--- src/hw/rtl/kdpc_pkg.sv ---
// Shared constants and types for the key debounce and press classifier.
package kdpc_pkg;

    localparam int NUM_KEYS = 5;
    localparam int DEB_W    = 8;
    localparam int HOLD_W   = 16;
    localparam int CFG_W    = 16;

    localparam logic [HOLD_W-1:0] HOLD_MAX    = 16'hFFFF;
    localparam logic [DEB_W-1:0]  DEB_RESET   = 8'd3;
    localparam logic [HOLD_W-1:0] LONG_RESET  = 16'd100;

    typedef enum logic [1:0] {
        OP_SCAN  = 2'd0,
        OP_FETCH = 2'd1,
        OP_INIT  = 2'd2
    } op_t;

    localparam logic CFG_DEBOUNCE   = 1'b0;
    localparam logic CFG_LONG_PRESS = 1'b1;

    typedef struct packed {
        logic [DEB_W-1:0]  debounce_ticks;
        logic [HOLD_W-1:0] long_press_ticks;
    } cfg_t;

    typedef struct packed {
        logic scan;
        logic init;
    } lane_ctrl_t;

    typedef struct packed {
        logic short_evt;
        logic long_evt;
    } lane_evt_t;

endpackage

--- src/hw/rtl/key_debounce_press_classifier_core.sv ---
// Top level: configuration registers, key lanes and event merge.
//
//  channel | direction | handshake          | payload
//  s_      | in        | s_valid / s_ready  | s_op, s_key_levels
//  m_      | out       | m_valid / m_ready  | m_has_events, m_short_mask, m_long_mask
//  cfg_    | in        | cfg_we             | cfg_index, cfg_wdata
//
// One transaction per cycle while s_ready is high; all key lanes update in the cycle a scan is taken.
// A fetch result is registered on m_, or held in the skid stage while m_ is stalled.
// A skid stage behind the output register lets one more fetch through while
// a result is stalled; s_ready drops only when both are full.
// Reset is synchronous, active low, and clears all key and event state.
module key_debounce_press_classifier_core
    import kdpc_pkg::*;
(
    input  logic                aclk,
    input  logic                aresetn,
    input  logic                cfg_we,
    input  logic                cfg_index,
    input  logic [CFG_W-1:0]    cfg_wdata,
    input  logic                s_valid,
    output logic                s_ready,
    input  logic [1:0]          s_op,
    input  logic [NUM_KEYS-1:0] s_key_levels,
    output logic                m_valid,
    input  logic                m_ready,
    output logic                m_has_events,
    output logic [NUM_KEYS-1:0] m_short_mask,
    output logic [NUM_KEYS-1:0] m_long_mask
);

    cfg_t       cfg_reg, cfg_next;
    lane_ctrl_t ctrl;
    lane_evt_t  evt [NUM_KEYS];
    logic       s_fire;
    logic       fetch;
    logic       skid_full;

    always_comb begin
        cfg_next = cfg_reg;
        if (cfg_we) begin
            case (cfg_index)
                CFG_DEBOUNCE:   cfg_next.debounce_ticks   = cfg_wdata[DEB_W-1:0];
                CFG_LONG_PRESS: cfg_next.long_press_ticks = cfg_wdata[HOLD_W-1:0];
                default:        cfg_next = cfg_reg;
            endcase
        end
    end

    always_ff @(posedge aclk) begin
        if (!aresetn) begin
            cfg_reg.debounce_ticks   <= DEB_RESET;
            cfg_reg.long_press_ticks <= LONG_RESET;
        end else begin
            cfg_reg <= cfg_next;
        end
    end

    assign s_ready   = !skid_full;
    assign s_fire    = s_valid && s_ready;
    assign fetch     = s_fire && (s_op == OP_FETCH);
    assign ctrl.scan = s_fire && (s_op == OP_SCAN);
    assign ctrl.init = s_fire && (s_op == OP_INIT);

    for (genvar k = 0; k < NUM_KEYS; k++) begin : g_lane
        kdpc_lane u_lane (
            .aclk    (aclk),
            .aresetn (aresetn),
            .ctrl    (ctrl),
            .raw     (s_key_levels[k]),
            .cfg     (cfg_reg),
            .evt     (evt[k])
        );
    end

    kdpc_merge u_merge (
        .aclk         (aclk),
        .aresetn      (aresetn),
        .fetch        (fetch),
        .init         (ctrl.init),
        .evt          (evt),
        .skid_full    (skid_full),
        .m_valid      (m_valid),
        .m_ready      (m_ready),
        .m_has_events (m_has_events),
        .m_short_mask (m_short_mask),
        .m_long_mask  (m_long_mask)
    );

endmodule

--- src/hw/rtl/kdpc_lane.sv ---
// Per-key debounce filter and short/long press detector.
module kdpc_lane
    import kdpc_pkg::*;
(
    input  logic       aclk,
    input  logic       aresetn,
    input  lane_ctrl_t ctrl,
    input  logic       raw,
    input  cfg_t       cfg,
    output lane_evt_t  evt
);

    logic              stable_reg, stable_next;
    logic              filter_reg, filter_next;
    logic [DEB_W-1:0]  deb_cnt_reg, deb_cnt_next;
    logic [HOLD_W-1:0] hold_reg, hold_next;
    logic              armed_reg, armed_next;
    logic              long_rep_reg, long_rep_next;

    always_comb begin
        stable_next   = stable_reg;
        filter_next   = filter_reg;
        deb_cnt_next  = deb_cnt_reg;
        hold_next     = hold_reg;
        armed_next    = armed_reg;
        long_rep_next = long_rep_reg;
        evt           = '0;
        if (ctrl.init) begin
            stable_next   = raw;
            filter_next   = raw;
            deb_cnt_next  = '0;
            hold_next     = '0;
            long_rep_next = 1'b0;
            armed_next    = raw;
        end else if (ctrl.scan) begin
            if (raw != filter_reg) begin
                filter_next  = raw;
                deb_cnt_next = '0;
            end else if (deb_cnt_reg < cfg.debounce_ticks) begin
                deb_cnt_next = deb_cnt_reg + 1'b1;
            end
            if (deb_cnt_next >= cfg.debounce_ticks) begin
                if (stable_reg != filter_next) begin
                    stable_next   = filter_next;
                    hold_next     = '0;
                    long_rep_next = 1'b0;
                    if (!filter_next) begin
                        if (armed_reg) begin
                            evt.short_evt = 1'b1;
                            armed_next    = 1'b0;
                        end
                    end else begin
                        armed_next = 1'b1;
                    end
                end else if (!stable_reg) begin
                    if (hold_reg < HOLD_MAX) begin
                        hold_next = hold_reg + 1'b1;
                    end
                    if (hold_next >= cfg.long_press_ticks && !long_rep_reg) begin
                        evt.long_evt  = 1'b1;
                        long_rep_next = 1'b1;
                    end
                end
            end
        end
    end

    always_ff @(posedge aclk) begin
        if (!aresetn) begin
            stable_reg   <= 1'b1;
            filter_reg   <= 1'b1;
            deb_cnt_reg  <= '0;
            hold_reg     <= '0;
            armed_reg    <= 1'b1;
            long_rep_reg <= 1'b0;
        end else begin
            stable_reg   <= stable_next;
            filter_reg   <= filter_next;
            deb_cnt_reg  <= deb_cnt_next;
            hold_reg     <= hold_next;
            armed_reg    <= armed_next;
            long_rep_reg <= long_rep_next;
        end
    end

endmodule

--- src/hw/rtl/kdpc_merge.sv ---
// Pending event masks, fetch handling and the output register with skid stage.
module kdpc_merge
    import kdpc_pkg::*;
(
    input  logic                aclk,
    input  logic                aresetn,
    input  logic                fetch,
    input  logic                init,
    input  lane_evt_t           evt [NUM_KEYS],
    output logic                skid_full,
    output logic                m_valid,
    input  logic                m_ready,
    output logic                m_has_events,
    output logic [NUM_KEYS-1:0] m_short_mask,
    output logic [NUM_KEYS-1:0] m_long_mask
);

    logic [NUM_KEYS-1:0] pend_short_reg, pend_short_next;
    logic [NUM_KEYS-1:0] pend_long_reg, pend_long_next;
    logic [NUM_KEYS-1:0] evt_short, evt_long;

    logic                out_valid_reg, out_valid_next;
    logic                out_has_reg, out_has_next;
    logic [NUM_KEYS-1:0] out_short_reg, out_short_next;
    logic [NUM_KEYS-1:0] out_long_reg, out_long_next;
    logic                skid_valid_reg, skid_valid_next;
    logic                skid_has_reg, skid_has_next;
    logic [NUM_KEYS-1:0] skid_short_reg, skid_short_next;
    logic [NUM_KEYS-1:0] skid_long_reg, skid_long_next;
    logic                res_has;

    always_comb begin
        for (int k = 0; k < NUM_KEYS; k++) begin
            evt_short[k] = evt[k].short_evt;
            evt_long[k]  = evt[k].long_evt;
        end
    end

    assign res_has = (pend_short_reg != '0) || (pend_long_reg != '0);

    always_comb begin
        if (init || fetch) begin
            pend_short_next = '0;
            pend_long_next  = '0;
        end else begin
            pend_short_next = pend_short_reg | evt_short;
            pend_long_next  = pend_long_reg | evt_long;
        end
    end

    always_comb begin
        out_valid_next  = out_valid_reg;
        out_has_next    = out_has_reg;
        out_short_next  = out_short_reg;
        out_long_next   = out_long_reg;
        skid_valid_next = skid_valid_reg;
        skid_has_next   = skid_has_reg;
        skid_short_next = skid_short_reg;
        skid_long_next  = skid_long_reg;
        if (!out_valid_reg || m_ready) begin
            if (skid_valid_reg) begin
                out_valid_next  = 1'b1;
                out_has_next    = skid_has_reg;
                out_short_next  = skid_short_reg;
                out_long_next   = skid_long_reg;
                skid_valid_next = 1'b0;
            end else if (fetch) begin
                out_valid_next = 1'b1;
                out_has_next   = res_has;
                out_short_next = pend_short_reg;
                out_long_next  = pend_long_reg;
            end else begin
                out_valid_next = 1'b0;
            end
        end else if (fetch) begin
            skid_valid_next = 1'b1;
            skid_has_next   = res_has;
            skid_short_next = pend_short_reg;
            skid_long_next  = pend_long_reg;
        end
    end

    always_ff @(posedge aclk) begin
        if (!aresetn) begin
            pend_short_reg <= '0;
            pend_long_reg  <= '0;
            out_valid_reg  <= 1'b0;
            skid_valid_reg <= 1'b0;
        end else begin
            pend_short_reg <= pend_short_next;
            pend_long_reg  <= pend_long_next;
            out_valid_reg  <= out_valid_next;
            skid_valid_reg <= skid_valid_next;
        end
    end

    always_ff @(posedge aclk) begin
        out_has_reg    <= out_has_next;
        out_short_reg  <= out_short_next;
        out_long_reg   <= out_long_next;
        skid_has_reg   <= skid_has_next;
        skid_short_reg <= skid_short_next;
        skid_long_reg  <= skid_long_next;
    end

    assign skid_full    = skid_valid_reg;
    assign m_valid      = out_valid_reg;
    assign m_has_events = out_has_reg;
    assign m_short_mask = out_short_reg;
    assign m_long_mask  = out_long_reg;

endmodule

--- config.mk ---
export PLATFORM = sky130hd
export DESIGN_NAME = key_debounce_press_classifier_core
export DESIGN_NICKNAME = d
export VERILOG_FILES = /design/src/hw/rtl/kdpc_pkg.sv /design/src/hw/rtl/key_debounce_press_classifier_core.sv /design/src/hw/rtl/kdpc_lane.sv /design/src/hw/rtl/kdpc_merge.sv
export SDC_FILE = /design/constraint.sdc
export NUM_CORES = 1
export LEC_CHECK = 0
export ABC_AREA = 1
export BUFFER_PORTS_ARGS = -buffer_cell sky130_fd_sc_hd__buf_2
export CAP_MARGIN = 20
export CORE_MARGIN = 2
export CORE_UTILIZATION = 45
export CTS_CLUSTER_DIAMETER = 120
export CTS_CLUSTER_SIZE = 20
export DETAILED_ROUTE_END_ITERATION = 6
export GPL_TIMING_DRIVEN = 0
export PLACE_DENSITY_LB_ADDON = 0.3
export SLEW_MARGIN = 10
export SYNTH_ARGS = -nofsm -noshare
export SYNTH_HDL_FRONTEND = slang
export SYNTH_SLANG_ARGS = --single-unit
--- constraint.sdc ---
create_clock -name aclk -period 2.9 [get_ports aclk]
set_input_delay 0.29 -clock aclk [delete_from_list [all_inputs] [get_ports aclk]]
set_output_delay 0.29 -clock aclk [all_outputs]
set_load 0.02 [all_outputs]
# After elaboration in Yosys (flattened, before gate mapping)
# Index checks and enable logic that the tools add are counted.
[word_totals]
ff_bits = 198
inputBits = 29
output_inout_bits = 13
word_cells = 353
[op_classes]
n_addsub = 10
order_cmp = 20
n_eq_ne = 17
mux = 198
n_bitwise = 5
reduce_logical = 61
[op_table]
columns = ["operator", "n"]
rows = [
  ["$mux W16", 40],
  ["$mux W8", 20],
  ["$mux W1", 119],
  ["$add A16 B1 Y16 const B", 5],
  ["$ge A16 B16 Y1", 5],
  ["$lt A16 B16 Y1 const B", 5],
  ["$add A8 B1 Y8 const B", 5],
  ["$ge A8 B8 Y1", 5],
  ["$lt A8 B8 Y1", 5],
  ["$reduce_bool A2 Y1", 17],
  ["$mux W2", 15],
  ["$reduce_and A3 Y1", 10],
  ["$mux W5", 4],
  ["$reduce_and A4 Y1", 5],
  ["$ne A1 B1 Y1", 10],
  ["$ne A2 B2 Y1 const B", 5],
  ["$or A5 B5 Y5", 2],
  ["$reduce_bool A5 Y1", 2],
  ["$logic_and A1 B1 Y1", 9],
  ["$reduce_and A2 Y1", 4],
  ["$logic_not A1 Y1", 7],
  ["$reduce_or A2 Y1", 3],
  ["$logic_or A1 B1 Y1", 3],
  ["$not A1 Y1", 3],
  ["3 further kinds", 3],
]

# Logic depth before layout (Yosys ltp)
[depth]
ltp_word = 19
ltp_mapped = 25
mapped_depth_nobuf = 24

# Hierarchy
# From an unflattened synthesis, not the netlist that was laid out.
[hier_totals]
hier_cells = 2401
hier_area_um2 = 15865.2
[by_module_without_submodules]
columns = ["mod", "instances", "cells_per_inst", "area_per_inst_um2", "seq_area_each_um2"]
rows = [
  ["kdpc_lane (g_lane[0].u_lane ...)", 2, 437, 2742.6, 540.5],
  ["kdpc_lane (g_lane[1].u_lane ...)", 2, 438, 2732.6, 540.5],
  ["kdpc_lane (g_lane[4].u_lane)", 1, 437, 2728.9, 540.5],
  ["kdpc_merge", 1, 88, 1239.9, 900.9],
  ["key_debounce_press_classifier_core", 1, 126, 945.9, 480.5],
]

# Worst setup path before layout
# OpenSTA, ideal clock, no wires.
[synth_path]
path_kind = "register to register"
start = "register cfg_reg[23] in the netlist's numbering"
end = "register g_lane[3].u_lane.hold_reg[13]"
setup_ns = 0.068
arrival_ns = 3.032
required_time_ns = 2.832
setup_slack_ns = -0.200
path_stages_with_launch = 19
path_buffers = 2
period_less_slack_ns = 3.100
path_cell_list = "dfxtp_1 -> inv_1 -> ha_1 -> a21oi_1 -> o21a_1 -> clkbuf_1 -> nand2_1 -> nand2_1 -> nand2_1 -> nand2_1 -> inv_1 -> ha_1 -> a21o_1 -> nor2_1 -> nand3_1 -> nand3_4 -> clkbuf_1 -> nand2_1 -> a21oi_2"
[synth_via]
elab_chain_len = 7
[synth_lines]
columns = ["element", "line_no", "source"]
rows = [
  ["from (decl)", "key_debounce_press_classifier_core.sv:32", "cfg_t cfg_reg, cfg_next;"],
  ["from (signal assigned)", "key_debounce_press_classifier_core.sv:55", "cfg_reg <= cfg_next;"],
  ["$lt A8 B8 Y1", "kdpc_lane.sv:39", "end else if (deb_cnt_reg < cfg.debounce_ticks) begin"],
  ["$mux W8", "kdpc_lane.sv:39", ""],
  ["$mux W8", "kdpc_lane.sv:36", "if (raw != filter_reg) begin"],
  ["$mux W8", "kdpc_lane.sv:35", "end else if (ctrl.scan) begin"],
  ["$mux W8", "kdpc_lane.sv:28", "if (ctrl.init) begin"],
  ["$ge A8 B8 Y1 *", "kdpc_lane.sv:42", "if (deb_cnt_next >= cfg.debounce_ticks) begin"],
  ["$reduce_and A3 Y1 (no source line) *", "--", ""],
  ["to (signal assigned)", "kdpc_lane.sv:80", "hold_reg <= hold_next;"],
  ["to (decl)", "kdpc_lane.sv:16", "logic [HOLD_W-1:0] hold_reg, hold_next;"],
]
# Mark *: on every way between the ends. The rest lies on a longest branch, timed or not. The select of a mux whose other input is x is not followed.
# A chain may end at the register's enable or synchronous reset.

# Worst setup path after layout
[layout_path]
start = "register cfg_reg[23] in the netlist's numbering"
end = "register g_lane[2].u_lane.hold_reg[0]"
[layout_via]
elab_chain_len = 7
[layout_lines]
columns = ["element", "line_no"]
rows = [
  ["$lt A8 B8 Y1", "kdpc_lane.sv:39"],
  ["$mux W8", "kdpc_lane.sv:39"],
  ["$mux W8", "kdpc_lane.sv:36"],
  ["$mux W8", "kdpc_lane.sv:35"],
  ["$mux W8", "kdpc_lane.sv:28"],
  ["$ge A8 B8 Y1 *", "kdpc_lane.sv:42"],
  ["$reduce_and A3 Y1 (no source line) *", "--"],
  ["to (signal assigned)", "kdpc_lane.sv:80"],
  ["to (decl)", "kdpc_lane.sv:16"],
]
# Marks and branches as above.

==> metrics.md <==
| Metric | Value |
|---|---|
| Area growth syn-to-layout | 29.5% |
| All-Layer GR Usage | 26.5% |
| Post-Synth XOR/XNOR Area | 4.39% |
| Vias | 15100 |
| Final setup vio count | 94 |
| Worst-margin pin slew | 0.925 ns |
| Compound-Gate Fraction of Synth Area | 13.4% |
| Vias in the first global route | 14200 |
| Skew final | 0.0140 ns |
| Critical Path Fanout Max | 7 |
| Max_slew headroom | 38.1% |
| Yosys top cell by area | dfxtp_1 |
| Max reg flops | 80 |
| R2r setup slk | -0.27 ns |
| Io pins | 42 |
| Tmin final | 3.17 ns |
| ANT cells | 0 |
| WL/cell | 17.1 microns |
| H-tree depth | 4 |
| Clk_lat worst skew | 0.46 ns |
| Clock-pin slew on the worst setup and hold paths | 0.09 ns |
| DRT iter0 DRCs | 1196 |
| Slowest stage cell, crit path | dfxtp_4 |
| Worst Hold Class | input pin to register |
| Post-DP HPWL | 30000 microns |
| Starting Density | 45.9% |
| Post-route ant nets | 0 |
| Worst setup endpoint | g_lane[2].u_lane.hold_reg[0] |
| CTS sink cnt | 193 |
| First-pass GRT wire length | 71200 microns |
| Total wire length | 46900 microns |
| FMAX | 316 MHz |
| Total power | 7.60 mW |
| Netlist cell types | 37 |
| Hold slack | 0.114 ns |
| Area share of the largest cell type after synthesis | 23.5% |
| Vias per inst | 5.53 |
| Worst r2r path cells | 20 |
| Placed cells | 2597 |
| Root buf cell | clkbuf_16 |
| Drt first pass iters | 5 |
| P_leak | 8.87 nW |
| Simple-gate share of the synthesized area | 30.1% |
| Fraction of layout instances using a drive strength above 1 | 25.3% |
| CP Class | register to register |
| Final worst slack | -0.265 ns |
| Syn Inst Count | 2155 |
| EDFF count, synth | 22 |
| Main combinational cell family by area after synthesis | simple AND/OR/NAND/NOR gates |
| Routability-driven placement congestion ratio | 0.920 |
| Largest net degree at the start of global routing | 23 |
| Core Area | 31700 sq um |
| Cts hold-fix bufs | 0 |
| Critical Path End Type | register |
| Synth Cell Area | 14500 sq um |
| Die Ht | 184 microns |
| RSZ-0062 raised after global routing | true |
| Status | complete, but fails checks |
| Ys async rst share | 0% |
| Finished Layout Cells | 2733 |
| Warnings from Yosys | 0 |
| Fin util | 59.4% |
| Failing checks | negative setup slack |
| Post-Synth Adder-Cell Area | 15.9% |
| Max Slew Vio Count | 0 |
| Max Root-Sink Buffers | 2 |
| Final Hold Viols | 0 |
| Peak supply drop | 0.475 mV |
| Final worst-path cycle share | 109% |
| Die Width | 184 microns |
| Final nets | 2532 |
| PD cells | 403 nW/um^2 |
| Flop and latch count out of synthesis | 193 |
| Multiplexer share of the synthesized area | 0% |
| Antenna violations before repair | 1 |
| FF-to-FF Start | cfg_reg[23] |
| Syn avg cell area | 6.75 sq um |
| Rows | 65 |
| Worst Setup Start Kind | register |
| Worst path max stage delay | 0.39 ns |
| Max cap viols | 0 |
| Synth area leaders | dfxtp_1, nand2_1, ha_1 |
| Reg-to-Reg End | g_lane[2].u_lane.hold_reg[0] |
| Ys flop type | dfxtp_1 |
| DR DRC count | 0 |
| CTS Buf Count | 17 |
| Remaining Overflow, GRT | 0 |
| Crit path DAT | 3.55 ns |
| CTS tree | built |
| Post-Syn Nets | 2369 |
| Worst path most repeated cell | nand2_2 |
| Die area | 33800 sq um |
| Crit path cell chain | inv_12, ha_1, nand2_2, o21a_1, buf_8, buf_6, nand3_1, nand2_1, nand2_1, inv_2, ha_4, nand2_2, nor2_4, nand4_1, nand3_4, nand3_4, nor2_4, buf_6, nand2_2, a21oi_2 |
| Setup WS pre-CTS | -1.04 ns |
| Sequential share of the synthesized area | 28.1% |
| Number of port buffers | 40 |
| WP data required | 3.29 ns |
| Crit path launch | cfg_reg[23] |
==> placed cells by master (no fill, tap or decap), drive strengths merged <==
master    instances
buf             172
nand3           124
a21o              3
ha              185
nor2            169
nor3b             4
edfxtp           22
nand2           681
xor2             58
o211ai           10
xnor2            15
and2              1
nand4            21
dfxtp           171
nand3b           10
o21ai           112
clkinv            7
clkbuf           45
inv             242
o21a              9
nor3             19
clkinvlp          3
a21oi           226
or2               8
o21bai            7
nor4              7
==> metrics by stage <==
stage / area, sq um / TNS (ns)
6_report: 18800 / -14.98
2_1_floorplan: 14600 / 0
4_1_cts: 17900 / -7.14
3_5_place_dp: 15300 / -79.74
3_3_place_gp: 15300 / -77.45
5_1_grt: 18800 / -26.62
==> worst max-delay path, delay by kind of cell, from the launching register on <==
| family | cells | cell delay (ns) |
|---|---|---|
| AND/OR/NAND/NOR | 11 | 1.19 |
| adder cells (fa/ha/maj) | 2 | 0.60 |
| buffers and inverters | 5 | 0.55 |
| flip-flops | 1 | 0.39 |
| AO/OA/AOI/OAI | 2 | 0.34 |
==> power breakdown <==
part           total, mW  leakage, nW  internal, mW  switching, mW
combinational       2.16         6.96         0.875           1.28
sequential          2.88         1.61          2.78          0.109
clock               2.56        0.305          1.20           1.35
==> worst min-delay path by stage <==
stage	start	end	slack [ns]	cells past startpoint
floorplan	u_merge.pend_short_reg[2]	u_merge.skid_short_reg[2]	0.41	0
global placement	u_merge.pend_short_reg[3]	u_merge.skid_short_reg[3]	0.41	0
detailed placement	u_merge.pend_short_reg[2]	u_merge.skid_short_reg[2]	0.42	0
CTS	cfg_wdata[12]	cfg_reg[12]	0.10	3
global route	cfg_wdata[15]	cfg_reg[15]	0.13	3
finish	cfg_wdata[12]	cfg_reg[12]	0.11	3
==> cell type report <==
class	instances	area (sq um)
buffer	64	479
clock buffer	17	425
clock inverter	15	204
fill	2749	12900
inverter	234	943
multi-input combinational	1669	10900
sequential	193	4130
tap	402	503
timing repair buffer	136	1210
timing repair inverter	3	22.5
==> routing by layer <==
metal | part of all wire, % | global-route usage (%) | up-vias
li1 | - | - | 7382
met1 | 42 | 33.1 | 7128
met2 | 49 | 45.7 | 510
met3 | 6.2 | 3.74 | 97
met4 | 3.2 | 11.1 | 2
met5 | 0.028 | 0 | -
==> logic make-up after synthesis <==
family,Yosys count
AO/OA/AOI/OAI,367
XOR/XNOR,73
adder cells (fa/ha/maj),185
buffers and inverters,298
flip-flops,193
AND/OR/NAND/NOR,1039
==> cell usage after synthesis (21+ instances only) <==
| master | n |
|---|---|
| inv_1 | 227 |
| clkbuf_1 | 33 |
| nand4_1 | 21 |
| a21oi_1 | 216 |
| edfxtp_1 | 22 |
| nand3_1 | 118 |
| xor2_1 | 58 |
| nor2_1 | 158 |
| o21ai_0 | 112 |
| ha_1 | 185 |
| dfxtp_1 | 171 |
| nand2_1 | 664 |
| buf_2 | 21 |
==> repair_timing <==
action / in CTS / in global routing
cloned: 15 / 3
buffers inserted: 75 / 17
endpoints found under the setup margin: 100 / 99
pin swaps: 63 / 95
gates resized for setup: 291 / 228
(Power assumes the default switching activity.)
